File: src/rtl/brle_pkg.sv
package brle_pkg;

  // Byte and count widths of the encoder
  localparam int BYTE_W = 8;
  localparam int CNT_W  = 6;

  // Command codes passed from the front to the back
  localparam logic [1:0] OP_APPEND = 2'd0;
  localparam logic [1:0] OP_FLUSH  = 2'd1;
  localparam logic [1:0] OP_REPEAT = 2'd2;

  // Number of command slots one input transaction can produce
  localparam int SLOTS = 4;

  typedef struct packed {
    logic [1:0]        op;
    logic [BYTE_W-1:0] data;
    logic [CNT_W-1:0]  len;
    logic              step_last;
    logic              block_end;
  } cmd_t;

endpackage

File: src/rtl/brle_if.sv
interface brle_in_if;
  logic       valid;
  logic       ready;
  logic [7:0] data_byte;
  logic       block_last;

  modport source (output valid, output data_byte, output block_last, input ready);
  modport sink   (input valid, input data_byte, input block_last, output ready);
endinterface

interface brle_out_if;
  logic       valid;
  logic       ready;
  logic [7:0] code_byte;
  logic       step_last;
  logic       block_end;

  modport source (output valid, output code_byte, output step_last, output block_end,
                  input ready);
  modport sink   (input valid, input code_byte, input step_last, input block_end,
                  output ready);
endinterface

File: src/rtl/brle_front.sv
module brle_front #(
  parameter int MAX_RUN = 32
) (
  input  logic          clk,
  input  logic          rst_n,
  brle_in_if.sink       in_ch,
  output logic          push_valid,
  output brle_pkg::cmd_t push_cmd,
  input  logic          push_ready
);
  import brle_pkg::*;

  localparam logic [CNT_W-1:0] MaxL = CNT_W'(MAX_RUN);

  logic [BYTE_W-1:0] pend_byte_r, pend_byte_nxt;
  logic              pend_vld_r, pend_vld_nxt;
  logic [CNT_W-1:0]  run_r, run_nxt;
  logic [CNT_W-1:0]  cnt_r, cnt_nxt;
  cmd_t              slot_r [SLOTS];
  cmd_t              slot_new [SLOTS];
  logic [SLOTS-1:0]  mask_r, mask_nxt, mask_new;

  logic              accept, ext, last;
  logic [BYTE_W-1:0] b;
  logic [CNT_W-1:0]  run_a, c1, c2, c3;
  logic              s0_app, s2_app;
  logic [SLOTS-1:0]  emits, tags;
  logic [1:0]        sel;

  assign in_ch.ready = (mask_r == '0);
  assign accept      = in_ch.valid && in_ch.ready;
  assign b           = in_ch.data_byte;
  assign last        = in_ch.block_last;

  // Classify the incoming byte into up to four ordered commands
  always_comb begin
    ext    = pend_vld_r && (b == pend_byte_r) && (run_r < MaxL);
    run_a  = ext ? run_r + 1'b1 : CNT_W'(1);

    // close the previous run
    mask_new[0] = !ext && pend_vld_r;
    s0_app      = (run_r < CNT_W'(2));
    slot_new[0] = '{op: s0_app ? OP_APPEND : OP_REPEAT, data: pend_byte_r, len: run_r,
                    step_last: 1'b0, block_end: 1'b0};
    c1 = (mask_new[0] && s0_app) ? cnt_r + 1'b1 : cnt_r;

    // flush the group ahead of a fresh repeat run, or when it fills
    mask_new[1] = (ext && (run_a == CNT_W'(2)) && (cnt_r != '0)) ||
                  (mask_new[0] && s0_app && (c1 == MaxL));
    slot_new[1] = '{op: OP_FLUSH, data: b, len: c1, step_last: 1'b0, block_end: 1'b0};
    c2 = mask_new[1] ? '0 : c1;

    // close the current run at the end of the block
    mask_new[2] = last;
    s2_app      = (run_a < CNT_W'(2));
    slot_new[2] = '{op: s2_app ? OP_APPEND : OP_REPEAT, data: b, len: run_a,
                    step_last: 1'b0, block_end: 1'b0};
    c3 = (last && s2_app) ? c2 + 1'b1 : c2;

    // final flush of whatever the group holds
    mask_new[3] = last && (c3 != '0);
    slot_new[3] = '{op: OP_FLUSH, data: b, len: c3, step_last: 1'b0, block_end: 1'b0};

    // mark the last command that produces output
    emits[0] = mask_new[0] && !s0_app;
    emits[1] = mask_new[1];
    emits[2] = mask_new[2] && !s2_app;
    emits[3] = mask_new[3];
    tags[3]  = emits[3];
    tags[2]  = emits[2] && !emits[3];
    tags[1]  = emits[1] && !emits[2] && !emits[3];
    tags[0]  = emits[0] && !emits[1] && !emits[2] && !emits[3];
    for (int i = 0; i < SLOTS; i++) begin
      slot_new[i].step_last = tags[i];
      slot_new[i].block_end = tags[i] && last;
    end
  end

  // Pick the lowest pending slot for the queue
  always_comb begin
    if (mask_r[0]) begin
      sel = 2'd0;
    end else if (mask_r[1]) begin
      sel = 2'd1;
    end else if (mask_r[2]) begin
      sel = 2'd2;
    end else begin
      sel = 2'd3;
    end
  end

  assign push_valid = (mask_r != '0);
  assign push_cmd   = slot_r[sel];

  // Advance the run state and the slot mask
  always_comb begin
    pend_byte_nxt = pend_byte_r;
    pend_vld_nxt  = pend_vld_r;
    run_nxt       = run_r;
    cnt_nxt       = cnt_r;
    mask_nxt      = mask_r;
    if (accept) begin
      mask_nxt      = mask_new;
      pend_byte_nxt = b;
      pend_vld_nxt  = !last;
      run_nxt       = last ? '0 : run_a;
      cnt_nxt       = last ? '0 : c2;
    end else if (push_valid && push_ready) begin
      mask_nxt[sel] = 1'b0;
    end
  end

  always_ff @(posedge clk) begin
    if (!rst_n) begin
      pend_byte_r <= '0;
      pend_vld_r  <= 1'b0;
      run_r       <= '0;
      cnt_r       <= '0;
      mask_r      <= '0;
    end else begin
      pend_byte_r <= pend_byte_nxt;
      pend_vld_r  <= pend_vld_nxt;
      run_r       <= run_nxt;
      cnt_r       <= cnt_nxt;
      mask_r      <= mask_nxt;
    end
  end

  // Hold the command slots of the accepted transaction
  always_ff @(posedge clk) begin
    if (accept) begin
      for (int i = 0; i < SLOTS; i++) begin
        slot_r[i] <= slot_new[i];
      end
    end
  end

endmodule

File: src/rtl/brle_cmdq.sv
module brle_cmdq (
  input  logic           clk,
  input  logic           rst_n,
  input  logic           push_valid,
  input  brle_pkg::cmd_t push_cmd,
  output logic           push_ready,
  output logic           pop_valid,
  output brle_pkg::cmd_t pop_cmd,
  input  logic           pop_ready
);
  import brle_pkg::*;

  localparam int DEPTH = 4;
  localparam int PTR_W = $clog2(DEPTH);

  cmd_t             mem_r [DEPTH];
  logic [PTR_W-1:0] wr_ptr_r, wr_ptr_nxt, rd_ptr_r, rd_ptr_nxt;
  logic [PTR_W:0]   fill_r, fill_nxt;
  logic             do_push, do_pop;

  assign push_ready = (fill_r < (PTR_W+1)'(DEPTH));
  assign pop_valid  = (fill_r != '0);
  assign pop_cmd    = mem_r[rd_ptr_r];
  assign do_push    = push_valid && push_ready;
  assign do_pop     = pop_valid && pop_ready;

  // Advance pointers and fill level
  always_comb begin
    wr_ptr_nxt = do_push ? wr_ptr_r + 1'b1 : wr_ptr_r;
    rd_ptr_nxt = do_pop ? rd_ptr_r + 1'b1 : rd_ptr_r;
    fill_nxt   = fill_r;
    if (do_push && !do_pop) begin
      fill_nxt = fill_r + 1'b1;
    end else if (do_pop && !do_push) begin
      fill_nxt = fill_r - 1'b1;
    end
  end

  always_ff @(posedge clk) begin
    if (!rst_n) begin
      wr_ptr_r <= '0;
      rd_ptr_r <= '0;
      fill_r   <= '0;
    end else begin
      wr_ptr_r <= wr_ptr_nxt;
      rd_ptr_r <= rd_ptr_nxt;
      fill_r   <= fill_nxt;
    end
  end

  always_ff @(posedge clk) begin
    if (do_push) begin
      mem_r[wr_ptr_r] <= push_cmd;
    end
  end

endmodule

File: src/rtl/brle_back.sv
module brle_back #(
  parameter int MAX_RUN = 32
) (
  input  logic           clk,
  input  logic           rst_n,
  input  logic           cmd_valid,
  input  brle_pkg::cmd_t cmd,
  output logic           cmd_ready,
  brle_out_if.source     out_ch
);
  import brle_pkg::*;

  localparam int IDX_W = $clog2(MAX_RUN);

  localparam logic [2:0] ST_IDLE    = 3'd0;
  localparam logic [2:0] ST_RPT_HDR = 3'd1;
  localparam logic [2:0] ST_RPT_DAT = 3'd2;
  localparam logic [2:0] ST_FL_HDR  = 3'd3;
  localparam logic [2:0] ST_FL_DAT  = 3'd4;

  logic [2:0]        state_r, state_nxt;
  cmd_t              cmd_r, cmd_nxt;
  logic [CNT_W-1:0]  cnt_r, cnt_nxt;
  logic [IDX_W-1:0]  idx_r, idx_nxt;
  logic [BYTE_W-1:0] rd_q;
  logic [BYTE_W-1:0] store [MAX_RUN];

  logic              valid_r;
  logic [BYTE_W-1:0] code_r;
  logic              sl_r, be_r;

  logic              slot_free, wr_en, emit, emit_sl, emit_be, fl_last;
  logic [BYTE_W-1:0] emit_byte;

  assign slot_free        = !valid_r || out_ch.ready;
  assign cmd_ready        = (state_r == ST_IDLE);
  assign fl_last          = (CNT_W'(idx_r) == cnt_r - 1'b1);
  assign out_ch.valid     = valid_r;
  assign out_ch.code_byte = code_r;
  assign out_ch.step_last = sl_r;
  assign out_ch.block_end = be_r;

  // Carry out one command at a time
  always_comb begin
    state_nxt = state_r;
    cmd_nxt   = cmd_r;
    cnt_nxt   = cnt_r;
    idx_nxt   = idx_r;
    wr_en     = 1'b0;
    emit      = 1'b0;
    emit_byte = '0;
    emit_sl   = 1'b0;
    emit_be   = 1'b0;
    case (state_r)
      ST_IDLE: begin
        if (cmd_valid) begin
          cmd_nxt = cmd;
          case (cmd.op)
            OP_APPEND: begin
              wr_en   = 1'b1;
              cnt_nxt = cnt_r + 1'b1;
            end
            OP_FLUSH: begin
              idx_nxt   = '0;
              state_nxt = ST_FL_HDR;
            end
            OP_REPEAT: begin
              state_nxt = ST_RPT_HDR;
            end
            default: begin
            end
          endcase
        end
      end
      ST_RPT_HDR: begin
        if (slot_free) begin
          emit      = 1'b1;
          emit_byte = {2'b10, cmd_r.len};
          state_nxt = ST_RPT_DAT;
        end
      end
      ST_RPT_DAT: begin
        if (slot_free) begin
          emit      = 1'b1;
          emit_byte = cmd_r.data;
          emit_sl   = cmd_r.step_last;
          emit_be   = cmd_r.block_end;
          state_nxt = ST_IDLE;
        end
      end
      ST_FL_HDR: begin
        if (slot_free) begin
          emit      = 1'b1;
          emit_byte = {2'b00, cnt_r};
          state_nxt = ST_FL_DAT;
        end
      end
      ST_FL_DAT: begin
        if (slot_free) begin
          emit      = 1'b1;
          emit_byte = rd_q;
          if (fl_last) begin
            emit_sl   = cmd_r.step_last;
            emit_be   = cmd_r.block_end;
            cnt_nxt   = '0;
            state_nxt = ST_IDLE;
          end else begin
            idx_nxt = idx_r + 1'b1;
          end
        end
      end
      default: begin
        state_nxt = ST_IDLE;
      end
    endcase
  end

  always_ff @(posedge clk) begin
    if (!rst_n) begin
      state_r <= ST_IDLE;
      cnt_r   <= '0;
      idx_r   <= '0;
      valid_r <= 1'b0;
    end else begin
      state_r <= state_nxt;
      cnt_r   <= cnt_nxt;
      idx_r   <= idx_nxt;
      if (emit) begin
        valid_r <= 1'b1;
      end else if (out_ch.ready) begin
        valid_r <= 1'b0;
      end
    end
  end

  // Load the command register and the output register
  always_ff @(posedge clk) begin
    cmd_r <= cmd_nxt;
    if (emit) begin
      code_r <= emit_byte;
      sl_r   <= emit_sl;
      be_r   <= emit_be;
    end
  end

  // Literal buffer: write on append, read the next index registered
  always_ff @(posedge clk) begin
    if (wr_en) begin
      store[cnt_r[IDX_W-1:0]] <= cmd.data;
    end
    rd_q <= store[idx_nxt];
  end

endmodule

File: src/rtl/byte_run_length_encoder.sv
// Byte run-length encoder: repeat tokens for runs, counted literal groups otherwise.
// Commands pass from the front's slot registers through the command queue to the back,
// whose output register drives the result bytes; literal appends emit no byte.
// A new input transaction is accepted only once every command (0..4) raised by the last
// one has been pushed into the command queue; output bytes leave at most one per cycle.
// Reset (rst_n low, synchronous) clears run state, command queue and output valid.
module byte_run_length_encoder #(
  parameter int MAX_RUN = 32
) (
  input  logic       clk,
  input  logic       rst_n,
  brle_in_if.sink    in_ch,
  brle_out_if.source out_ch
);
  import brle_pkg::*;

  logic push_valid, push_ready, pop_valid, pop_ready;
  cmd_t push_cmd, pop_cmd;

  brle_front #(.MAX_RUN(MAX_RUN)) u_front (
    .clk        (clk),
    .rst_n      (rst_n),
    .in_ch      (in_ch),
    .push_valid (push_valid),
    .push_cmd   (push_cmd),
    .push_ready (push_ready)
  );

  brle_cmdq u_cmdq (
    .clk        (clk),
    .rst_n      (rst_n),
    .push_valid (push_valid),
    .push_cmd   (push_cmd),
    .push_ready (push_ready),
    .pop_valid  (pop_valid),
    .pop_cmd    (pop_cmd),
    .pop_ready  (pop_ready)
  );

  brle_back #(.MAX_RUN(MAX_RUN)) u_back (
    .clk       (clk),
    .rst_n     (rst_n),
    .cmd_valid (pop_valid),
    .cmd       (pop_cmd),
    .cmd_ready (pop_ready),
    .out_ch    (out_ch)
  );

endmodule

File: src/flat_wrapper.sv
// flat-port wrapper written by rule: the top's interface ports become plain ports
module byte_run_length_encoder_flat import brle_pkg::*;
#(
  parameter int MAX_RUN = 32
)
  (clk, rst_n, in_ch_valid, in_ch_data_byte, in_ch_block_last, in_ch_ready, out_ch_valid, out_ch_code_byte, out_ch_step_last, out_ch_block_end, out_ch_ready);
  brle_in_if in_ch_i ();
  brle_out_if out_ch_i ();
  input  logic clk;
  input  logic rst_n;
  input wire logic [$bits(in_ch_i.valid)-1:0] in_ch_valid;
  input wire logic [$bits(in_ch_i.data_byte)-1:0] in_ch_data_byte;
  input wire logic [$bits(in_ch_i.block_last)-1:0] in_ch_block_last;
  output wire logic [$bits(in_ch_i.ready)-1:0] in_ch_ready;
  output wire logic [$bits(out_ch_i.valid)-1:0] out_ch_valid;
  output wire logic [$bits(out_ch_i.code_byte)-1:0] out_ch_code_byte;
  output wire logic [$bits(out_ch_i.step_last)-1:0] out_ch_step_last;
  output wire logic [$bits(out_ch_i.block_end)-1:0] out_ch_block_end;
  input wire logic [$bits(out_ch_i.ready)-1:0] out_ch_ready;
  assign in_ch_i.valid = in_ch_valid;
  assign in_ch_i.data_byte = in_ch_data_byte;
  assign in_ch_i.block_last = in_ch_block_last;
  assign in_ch_ready = in_ch_i.ready;
  assign out_ch_valid = out_ch_i.valid;
  assign out_ch_code_byte = out_ch_i.code_byte;
  assign out_ch_step_last = out_ch_i.step_last;
  assign out_ch_block_end = out_ch_i.block_end;
  assign out_ch_i.ready = out_ch_ready;
  byte_run_length_encoder #(.MAX_RUN(MAX_RUN)) u_core (.clk(clk), .rst_n(rst_n), .in_ch(in_ch_i), .out_ch(out_ch_i));
endmodule
File: config.mk
export PLATFORM = sky130hd
export DESIGN_NAME = byte_run_length_encoder_flat
export DESIGN_NICKNAME = d
export VERILOG_FILES = /design/src/rtl/brle_pkg.sv /design/src/rtl/brle_if.sv /design/src/rtl/brle_front.sv /design/src/rtl/brle_cmdq.sv /design/src/rtl/brle_back.sv /design/src/rtl/byte_run_length_encoder.sv /design/src/flat_wrapper.sv
export SDC_FILE = /design/constraint.sdc
export NUM_CORES = 1
export LEC_CHECK = 0
export BUFFER_PORTS_ARGS = -buffer_cell sky130_fd_sc_hd__buf_2
export CORE_ASPECT_RATIO = 1.5
export CORE_MARGIN = 10
export CORE_UTILIZATION = 30
export DETAILED_ROUTE_END_ITERATION = 16
export PLACE_DENSITY = 0.45
export SYNTH_ARGS = -nofsm -noshare
export SYNTH_HDL_FRONTEND = slang
export SYNTH_SLANG_ARGS = --single-unit
File: constraint.sdc
create_clock -name clk -period 8.26 [get_ports clk]
set_clock_uncertainty 0.15 [all_clocks]
set_input_delay 1.239 -clock clk [delete_from_list [all_inputs] [get_ports clk]]
set_output_delay 1.239 -clock clk [all_outputs]
set_load 0.1 [all_outputs]
==> results of run 1 <==
state kept, by name, indices dropped and copies added, names as in the netlist, 2 cells and up, named ones only:
signal                          count
u_core.u_back.store               256
u_core.u_cmdq.mem_r                72
u_core.u_front.slot_r              49
u_core.u_back.cmd_r                16
u_core.u_back.out_ch.code_byte      8
u_core.u_back.rd_q                  8
u_core.u_front.pend_byte_r          8
u_core.u_back.cnt_r                 6
u_core.u_front.cnt_r                6
u_core.u_front.run_r                6
u_core.u_back.idx_r                 5
u_core.u_front.mask_r               4
u_core.u_back.state_r               3
u_core.u_cmdq.fill_r                3
u_core.u_cmdq.rd_ptr_r              2
u_core.u_cmdq.wr_ptr_r              2
stage by stage:
| step | area, um2 | hold WS (ns) | power (uW) | instances |
|---|---|---|---|---|
| 2_1_floorplan | 19100 | 0.256 | 3750 | 1264 |
| 3_3_place_gp | 20000 | 0.316 | 4120 | 2044 |
| 3_5_place_dp | 20000 | 0.319 | 4140 | 2044 |
| 4_1_cts | 21400 | 0.330 | 6130 | 2128 |
| 5_1_grt | 21400 | 0.345 | 6300 | 2128 |
| 6_report | 21400 | 0.328 | 6030 | 2129 |
placed cells by master, fill, tap and decap left out, types with 24 or more instances in the layout:
| cell | count |
|---|---|
| mux2i_1 | 142 |
| nor2b_1 | 24 |
| a22oi_1 | 76 |
| edfxtp_1 | 403 |
| clkbuf_16 | 47 |
| nand2_1 | 77 |
| nor2_1 | 86 |
| a21oi_1 | 39 |
| buf_2 | 24 |
| dfxtp_1 | 57 |
worst min-delay path by stage:
stage / start / endpoint / slack (ns)
floorplan: u_core.u_front.run_r[2] / u_core.u_front.slot_r[0][4] / 0.26
global placement: u_core.u_front.mask_r[3] / u_core.u_front.mask_r[3] / 0.32
detailed placement: u_core.u_front.pend_byte_r[1] / u_core.u_front.slot_r[0][9] / 0.32
CTS: u_core.u_front.pend_byte_r[4] / u_core.u_front.slot_r[0][12] / 0.33
global route: u_core.u_front.pend_byte_r[1] / u_core.u_front.slot_r[0][9] / 0.34
finish: u_core.u_front.pend_byte_r[2] / u_core.u_front.slot_r[0][10] / 0.33
cell type report:
class | instances | area share
antenna | 1 | 0.000117
clock buffer | 63 | 0.0586
clock inverter | 21 | 0.00707
inverter | 24 | 0.00421
multi-input combinational | 717 | 0.254
sequential | 460 | 0.618
tap | 805 | 0.0470
timing repair buffer | 38 | 0.0105
worst max-delay path, delay by kind of cell, from the launching register on:
| kind | cells | cell delay [ns] |
|---|---|---|
| mux | 2 | 0.77 |
| fa+ha+maj | 1 | 0.27 |
| compound gates | 6 | 1.90 |
| xor+xnor | 1 | 0.14 |
| simple gates | 1 | 0.14 |
| buf+inv | 2 | 0.77 |
| flops | 1 | 0.56 |
power by group:
group          total (uW)  internal (uW)  switching, uW
Combinational        1030            259            774
Sequential           3020           2920           98.0
Clock                1980           1120            854
cell families after synthesis:
family | count (synthesis) | share of synthesized area
XOR/XNOR | 35 | 0.0164
AND/OR/NAND/NOR | 285 | 0.0743
adder cells (fa/ha/maj) | 16 | 0.0109
flip-flops | 460 | 0.692
multiplexers | 171 | 0.102
AO/OA/AOI/OAI | 209 | 0.0798
other | 1 | 0.000196
buffers and inverters | 87 | 0.0239
layer usage:
layer	wire (um)	track usage	vias to the layer above	share of wire
li1	-	-	4882	-
met1	16900	0.124	5120	0.38
met2	25000	0.235	126	0.56
met3	1200	0.0176	67	0.027
met4	1560	0.0466	0	0.035
met5	0	0	-	0
==> results_dict.tcl, run 1 <==
set metrics [dict create \
    status "completed" \
    max_slew_margin 0.326 \
    setup_ws_ns 3.29 \
    vias 10195 \
    syn_nets 1293 \
    setup_tns_ns 0 \
    place_hpwl_um 30100 \
    maxSlewViolCount 0 \
    core_area_um2 63200 \
    synth_edf_count 403 \
    crit_type "reg2reg" \
    hold_path_class "reg2reg" \
    drv_cap 0 \
    drive_gt1_frac 0.114 \
    antenna_found_initial 1 \
    final_util 0.339 \
    crit_end "u_core.u_back.rd_q[7]" \
    grt_start_max_net_pins 67 \
    path_cells "inv_1 -> ha_1 -> xnor2_1 -> o2bb2ai_1 -> a2111oi_4 -> o31ai_4 -> nand2_2 -> mux2_8 -> buf_4 -> mux2i_1 -> a22oi_1 -> a21boi_1 -> a2111oi_1" \
    fp.dieW_um 226 \
    path_clk_slew_ns 0.06 \
    cp-end-kind "register" \
    seq_area_um2 13200 \
    ys_ff_latch 460 \
    ios 25 \
    holdPathStages 0 \
    cp.arrival_ns 5.19 \
    leakage_uw 0.00656 \
    final.min_clock_period_ns 4.97 \
    synth_common_cells "edfxtp_1, mux2i_1, nor2_1" \
    wl_per_cell_um 21.0 \
    overflow 0 \
    rows 113 \
    port_buffers 24 \
    cpMaxStageDelayCell "a2111oi_1" \
    postCtsResizedCells 0 \
    hold_buffers 0 \
    grt_pass1_wl_um 67800 \
    start_util 0.303 \
    first_pass_iters 4 \
    cts-root-buf "clkbuf_16" \
    critPathMaxFanout 62 \
    yosysSeqAreaShare 0.692 \
    dieArea_um2 74500 \
    clock_latency_ns 0.55 \
    grt_pass1_vias 10826 \
    cts_made_buffers 46 \
    fillerInstances 6065 \
    synthCells 1264 \
    post-cts-setup-buffer-count 0 \
    startpoint "u_core.u_back.cnt_r[0]" \
    worst_pin_slew_ns 1.01 \
    yosysUniqueCellTypes 80 \
    powerDensity_nw_per_um2 281 \
    grt_util_all_layers 0.120 \
    syn_to_final_growth_pct 12.0 \
    multi_input_area_um2 5450 \
    drt_wl_total_um 44700 \
    clock_sinks 460 \
    max_stage_delay_ns 0.71 \
    reg2reg_from "u_core.u_back.cnt_r[0]" \
    synthArstFlopShare 0 \
    ys_warn_count 0 \
    netlist_area_um2 19100 \
    dr.first_iter.drc_count 513 \
    ys_dominant_reg_cell "edfxtp_1" \
    grt_setup_unrepaired "false" \
    synth_area_leaders "edfxtp_1, mux2i_1, dfxtp_1, a22oi_1, mux4_2" \
    ant_nets 0 \
    final-hold-violation-count 0 \
    place_ws_ns 2.94 \
    clockBufferDepth 3 \
    startpoint_type "register" \
    required_ns 8.48 \
    drc 0 \
    synth_most_common_cell "edfxtp_1" \
    detail_route.vias_per_cell 4.79 \
    ir_drop_uv 132 \
    synthDominantCellAreaShare 0.633 \
    h-tree-depth 2 \
    gp_congestion 0.811 \
    nNetsFinal 1316 \
    die_h_um 329 \
    fmax_ghz 0.201 \
    timing.rr.end "u_core.u_back.rd_q[7]" \
    cts_tree "built" \
    reg2regPathDepth 13 \
    synth.largest_area_cell "edfxtp_1" \
    setup_viol_count_final 0 \
    r2r_slack_ns 3.29 \
    finalCritPeriodShare 0.602 \
    avgSynthCellArea_um2 15.1 \
]
Note: power is estimated with default switching activity, not from simulation.
==> inputs of run 2 (changes only) <==
--- a/config.mk
+++ b/config.mk
@@ -5,12 +5,13 @@
 export SDC_FILE = /design/constraint.sdc
 export NUM_CORES = 1
 export LEC_CHECK = 0
+export ABC_AREA = 1
 export BUFFER_PORTS_ARGS = -buffer_cell sky130_fd_sc_hd__buf_2
 export CORE_ASPECT_RATIO = 1.5
 export CORE_MARGIN = 10
 export CORE_UTILIZATION = 30
 export DETAILED_ROUTE_END_ITERATION = 16
-export PLACE_DENSITY = 0.45
+export PLACE_DENSITY = 0.46
 export SYNTH_ARGS = -nofsm -noshare
 export SYNTH_HDL_FRONTEND = slang
 export SYNTH_SLANG_ARGS = --single-unit
==> constraint.sdc (replaced) <==
create_clock -name clk -period 4.3 [get_ports clk]
set_clock_uncertainty 0.15 [all_clocks]
set_input_delay 0.645 -clock clk [delete_from_list [all_inputs] [get_ports clk]]
set_output_delay 0.645 -clock clk [all_outputs]
set_load 0.1 [all_outputs]
==> results_dict.tcl, run 2 <==
set metrics [dict create \
    timing.rr.end "u_core.u_back.rd_q[1]" \
    crit_path_frequent_cell "nand2_1" \
    yosysSeqAreaShare 0.682 \
    cp.arrival_ns 3.93 \
    final.min_clock_period_ns 3.62 \
    die_h_um 332 \
    place_ws_ns 0.490 \
    synth.area.mux_share 0 \
    port_buffers 24 \
    syn_to_final_growth_pct 16.7 \
    setup_ws_ns 0.679 \
    final-hold-violation-count 0 \
    synthArstFlopShare 0 \
    worst_pin_slew_ns 1.18 \
    maxSlewViolCount 0 \
    most-common-layout-cells "edfxtp_1, nand2_1, nor2_1" \
    max_stage_delay_ns 0.57 \
    dr.first_iter.drc_count 880 \
    synth.largest_area_cell "edfxtp_1" \
    yosysUniqueCellTypes 56 \
    wl_per_cell_um 18.5 \
    dieArea_um2 75500 \
    postCtsResizedCells 0 \
    ios 25 \
    crit_type "reg2reg" \
    hold_buffers 0 \
    grt_start_max_net_pins 64 \
    path_clk_slew_ns 0.06 \
    synth_area_leaders "edfxtp_1, dfxtp_1, nand2_1, nor2_1, o21ai_0" \
    synth_fa_ha_area_frac 0.0107 \
    nNetsFinal 1821 \
    grt_pass1_wl_um 77200 \
    h-tree-depth 2 \
    grt_setup_unrepaired "false" \
    cp_num_buf_inv 3 \
    synth_edf_count 403 \
    ys_warn_count 0 \
    powerDensity_nw_per_um2 612 \
    holdPathEnd "u_core.u_front.slot_r[3][9]" \
    cp-end-kind "register" \
    start_util 0.302 \
    netlist_area_um2 19400 \
    post-cts-setup-buffer-count 0 \
    cts_made_buffers 49 \
    ant_nets 0 \
    setup_viol_count_final 0 \
    clockBufferDepth 3 \
    synth_common_cells "edfxtp_1, nand2_1, nor2_1" \
    setup_tns_ns 0 \
    holdPathStages 1 \
    clock_sinks 460 \
    grt_util_all_layers 0.131 \
    reg2regPathDepth 19 \
    cp.depth 19 \
    gp_congestion 0.832 \
    first_pass_iters 5 \
    drive_gt1_frac 0.135 \
    core_area_um2 64300 \
    ys_dominant_reg_cell "edfxtp_1" \
    fp.dieW_um 228 \
    cts_tree "built" \
    synthCells 1716 \
    antenna_found_initial 0 \
    max_slew_margin 0.215 \
    rows 114 \
    n_antenna_cell 0 \
    fillerInstances 6409 \
    vias 12644 \
    cpMaxStageDelayCell "inv_2" \
    synth_top_family_by_area "simple AND/OR/NAND/NOR gates" \
    startpoint_type "register" \
    cpLargestDelayFamily "simple AND/OR/NAND/NOR gates" \
    ir_drop_uv 314 \
    drv_cap 0 \
    synthDominantCellAreaShare 0.623 \
    largest_reg_flops 256 \
    cts-root-buf "clkbuf_16" \
    finalCritPeriodShare 0.842 \
    avgSynthCellArea_um2 11.3 \
    drt_wl_total_um 50100 \
    overflow 0 \
    yosys.area_share.simple 0.145 \
    leakage_uw 0.00812 \
    synth_most_common_cell "edfxtp_1" \
    clock_latency_ns 0.58 \
    synth_xor_area_frac 0.00670 \
    place_hpwl_um 33200 \
    critPathMaxFanout 33 \
    drc 0 \
    synth_compound_area_frac 0.106 \
    status "completed" \
    path_cells "inv_1 -> ha_1 -> nand3_2 -> xor2_1 -> nor2_1 -> nor3b_2 -> nand2_2 -> nand2_2 -> inv_2 -> nand2_1 -> nand2_1 -> nand3_1 -> o21ai_2 -> inv_2 -> nand3_1 -> nand3_1 -> nand2_1 -> nand2_1 -> nand2_1" \
    r2r_slack_ns 0.68 \
    final_common_cell "edfxtp_1" \
    detail_route.vias_per_cell 4.68 \
    hp-start "in_ch_data_byte[1]" \
    required_ns 4.61 \
    syn_nets 1745 \
    reg2reg_from "u_core.u_back.cnt_r[0]" \
    ys_ff_latch 460 \
    fmax_ghz 0.276 \
    hold_path_class "in2reg" \
    grt_pass1_vias 12735 \
]
[run 2: cell count changes after synthesis, sizes merged, moves of 16 or more]
| cell | before | now |
|---|---|---|
| mux4 | 18 | 0 |
| a22oi | 76 | 2 |
| xnor2 | 21 | 2 |
| inv | 23 | 150 |
| mux2i | 142 | 0 |
| nand2 | 78 | 270 |
| o21ai | 22 | 193 |
| and2 | 16 | 0 |
| o211ai | 1 | 55 |
| a21boi | 23 | 0 |
| nor2b | 24 | 0 |
| nor2 | 90 | 226 |
| nand3 | 17 | 110 |
[run 2: cells by family after synthesis]
family	after synthesis
adders and majority gates	16
xor gates and xnor gates	14
DFF	460
and+or+nand+nor	652
AOI/OAI and AO/OA	346
buffers and inverters	227
other	1
[run 2: layer usage]
metal  vias to the layer above  routed length (um)  track usage
li1                       6183                   -            -
met1                      6209               20100        0.145
met2                       179               27100        0.247
met3                        73                1390       0.0193
met4                         0                1490       0.0464
met5                         -                   0            0
[run 2: worst max path at each step]
| stage | endpoint | slack, ns | start |
|---|---|---|---|
| after global placement | u_core.u_front.slot_r[3][1] | 0.59 | in_ch_data_byte[2] |
| after CTS | u_core.u_back.rd_q[3] | 0.71 | u_core.u_back.cnt_r[0] |
| final | u_core.u_back.rd_q[1] | 0.68 | u_core.u_back.cnt_r[0] |
| after floorplan | u_core.u_front.slot_r[0][0] | 0.11 | u_core.u_front.mask_r[0] |
| after global routing | u_core.u_back.rd_q[3] | 0.43 | u_core.u_back.cnt_r[0] |
| after detailed placement | u_core.u_front.slot_r[1][1] | 0.49 | in_ch_data_byte[1] |
[run 2: cell type report]
cell class	count	area [um2]	share of cell area
Multi-Input combinational cell	1029	5330	0.235
Clock buffer	67	1390	0.0612
Sequential cell	460	13200	0.584
Inverter	151	569	0.0251
Clock inverter	24	282	0.0124
Timing Repair Buffer	101	761	0.0336
Tap cell	870	1090	0.0480
[run 2: worst register-to-register path: stages, from the launching register on]
cell,delay [ns]
dfxtp_1,0.44
inv_1,0.18
ha_1,0.27
nand3_2,0.09
xor2_1,0.20
nor2_1,0.07
nor3b_2,0.18
nand2_2,0.12
nand2_2,0.10
inv_2,0.04
nand2_1,0.05
nand2_1,0.05
nand3_1,0.08
o21ai_2,0.13
inv_2,0.57
nand3_1,0.28
nand3_1,0.17
nand2_1,0.14
nand2_1,0.09
nand2_1,0.09
[run 2: report_power, final]
part | switching [uW] | leakage (uW) | internal, uW | total, uW
clock | 1760 | 0.000807 | 2620 | 4380
combinational | 2650 | 0.00317 | 794 | 3440
sequential | 178 | 0.00415 | 5860 | 6040
total | 4580 | 0.00812 | 9270 | 13900
[run 2: metrics by stage]
| step | cells | instance area [um2] | total power [uW] | hold WS (ns) | utilization |
|---|---|---|---|---|---|
| finish | 2702 | 22700 | 13900 | 0.109 | 0.352 |
| global route | 2702 | 22700 | 14500 | 0.0840 | 0.352 |
| CTS | 2702 | 22700 | 14100 | 0.0693 | 0.352 |
| detailed placement | 2611 | 21000 | 9630 | 0.273 | 0.326 |
| global placement | 2611 | 21000 | 9590 | 0.272 | 0.326 |
| floorplan | 1716 | 19400 | 8160 | 0.258 | - |
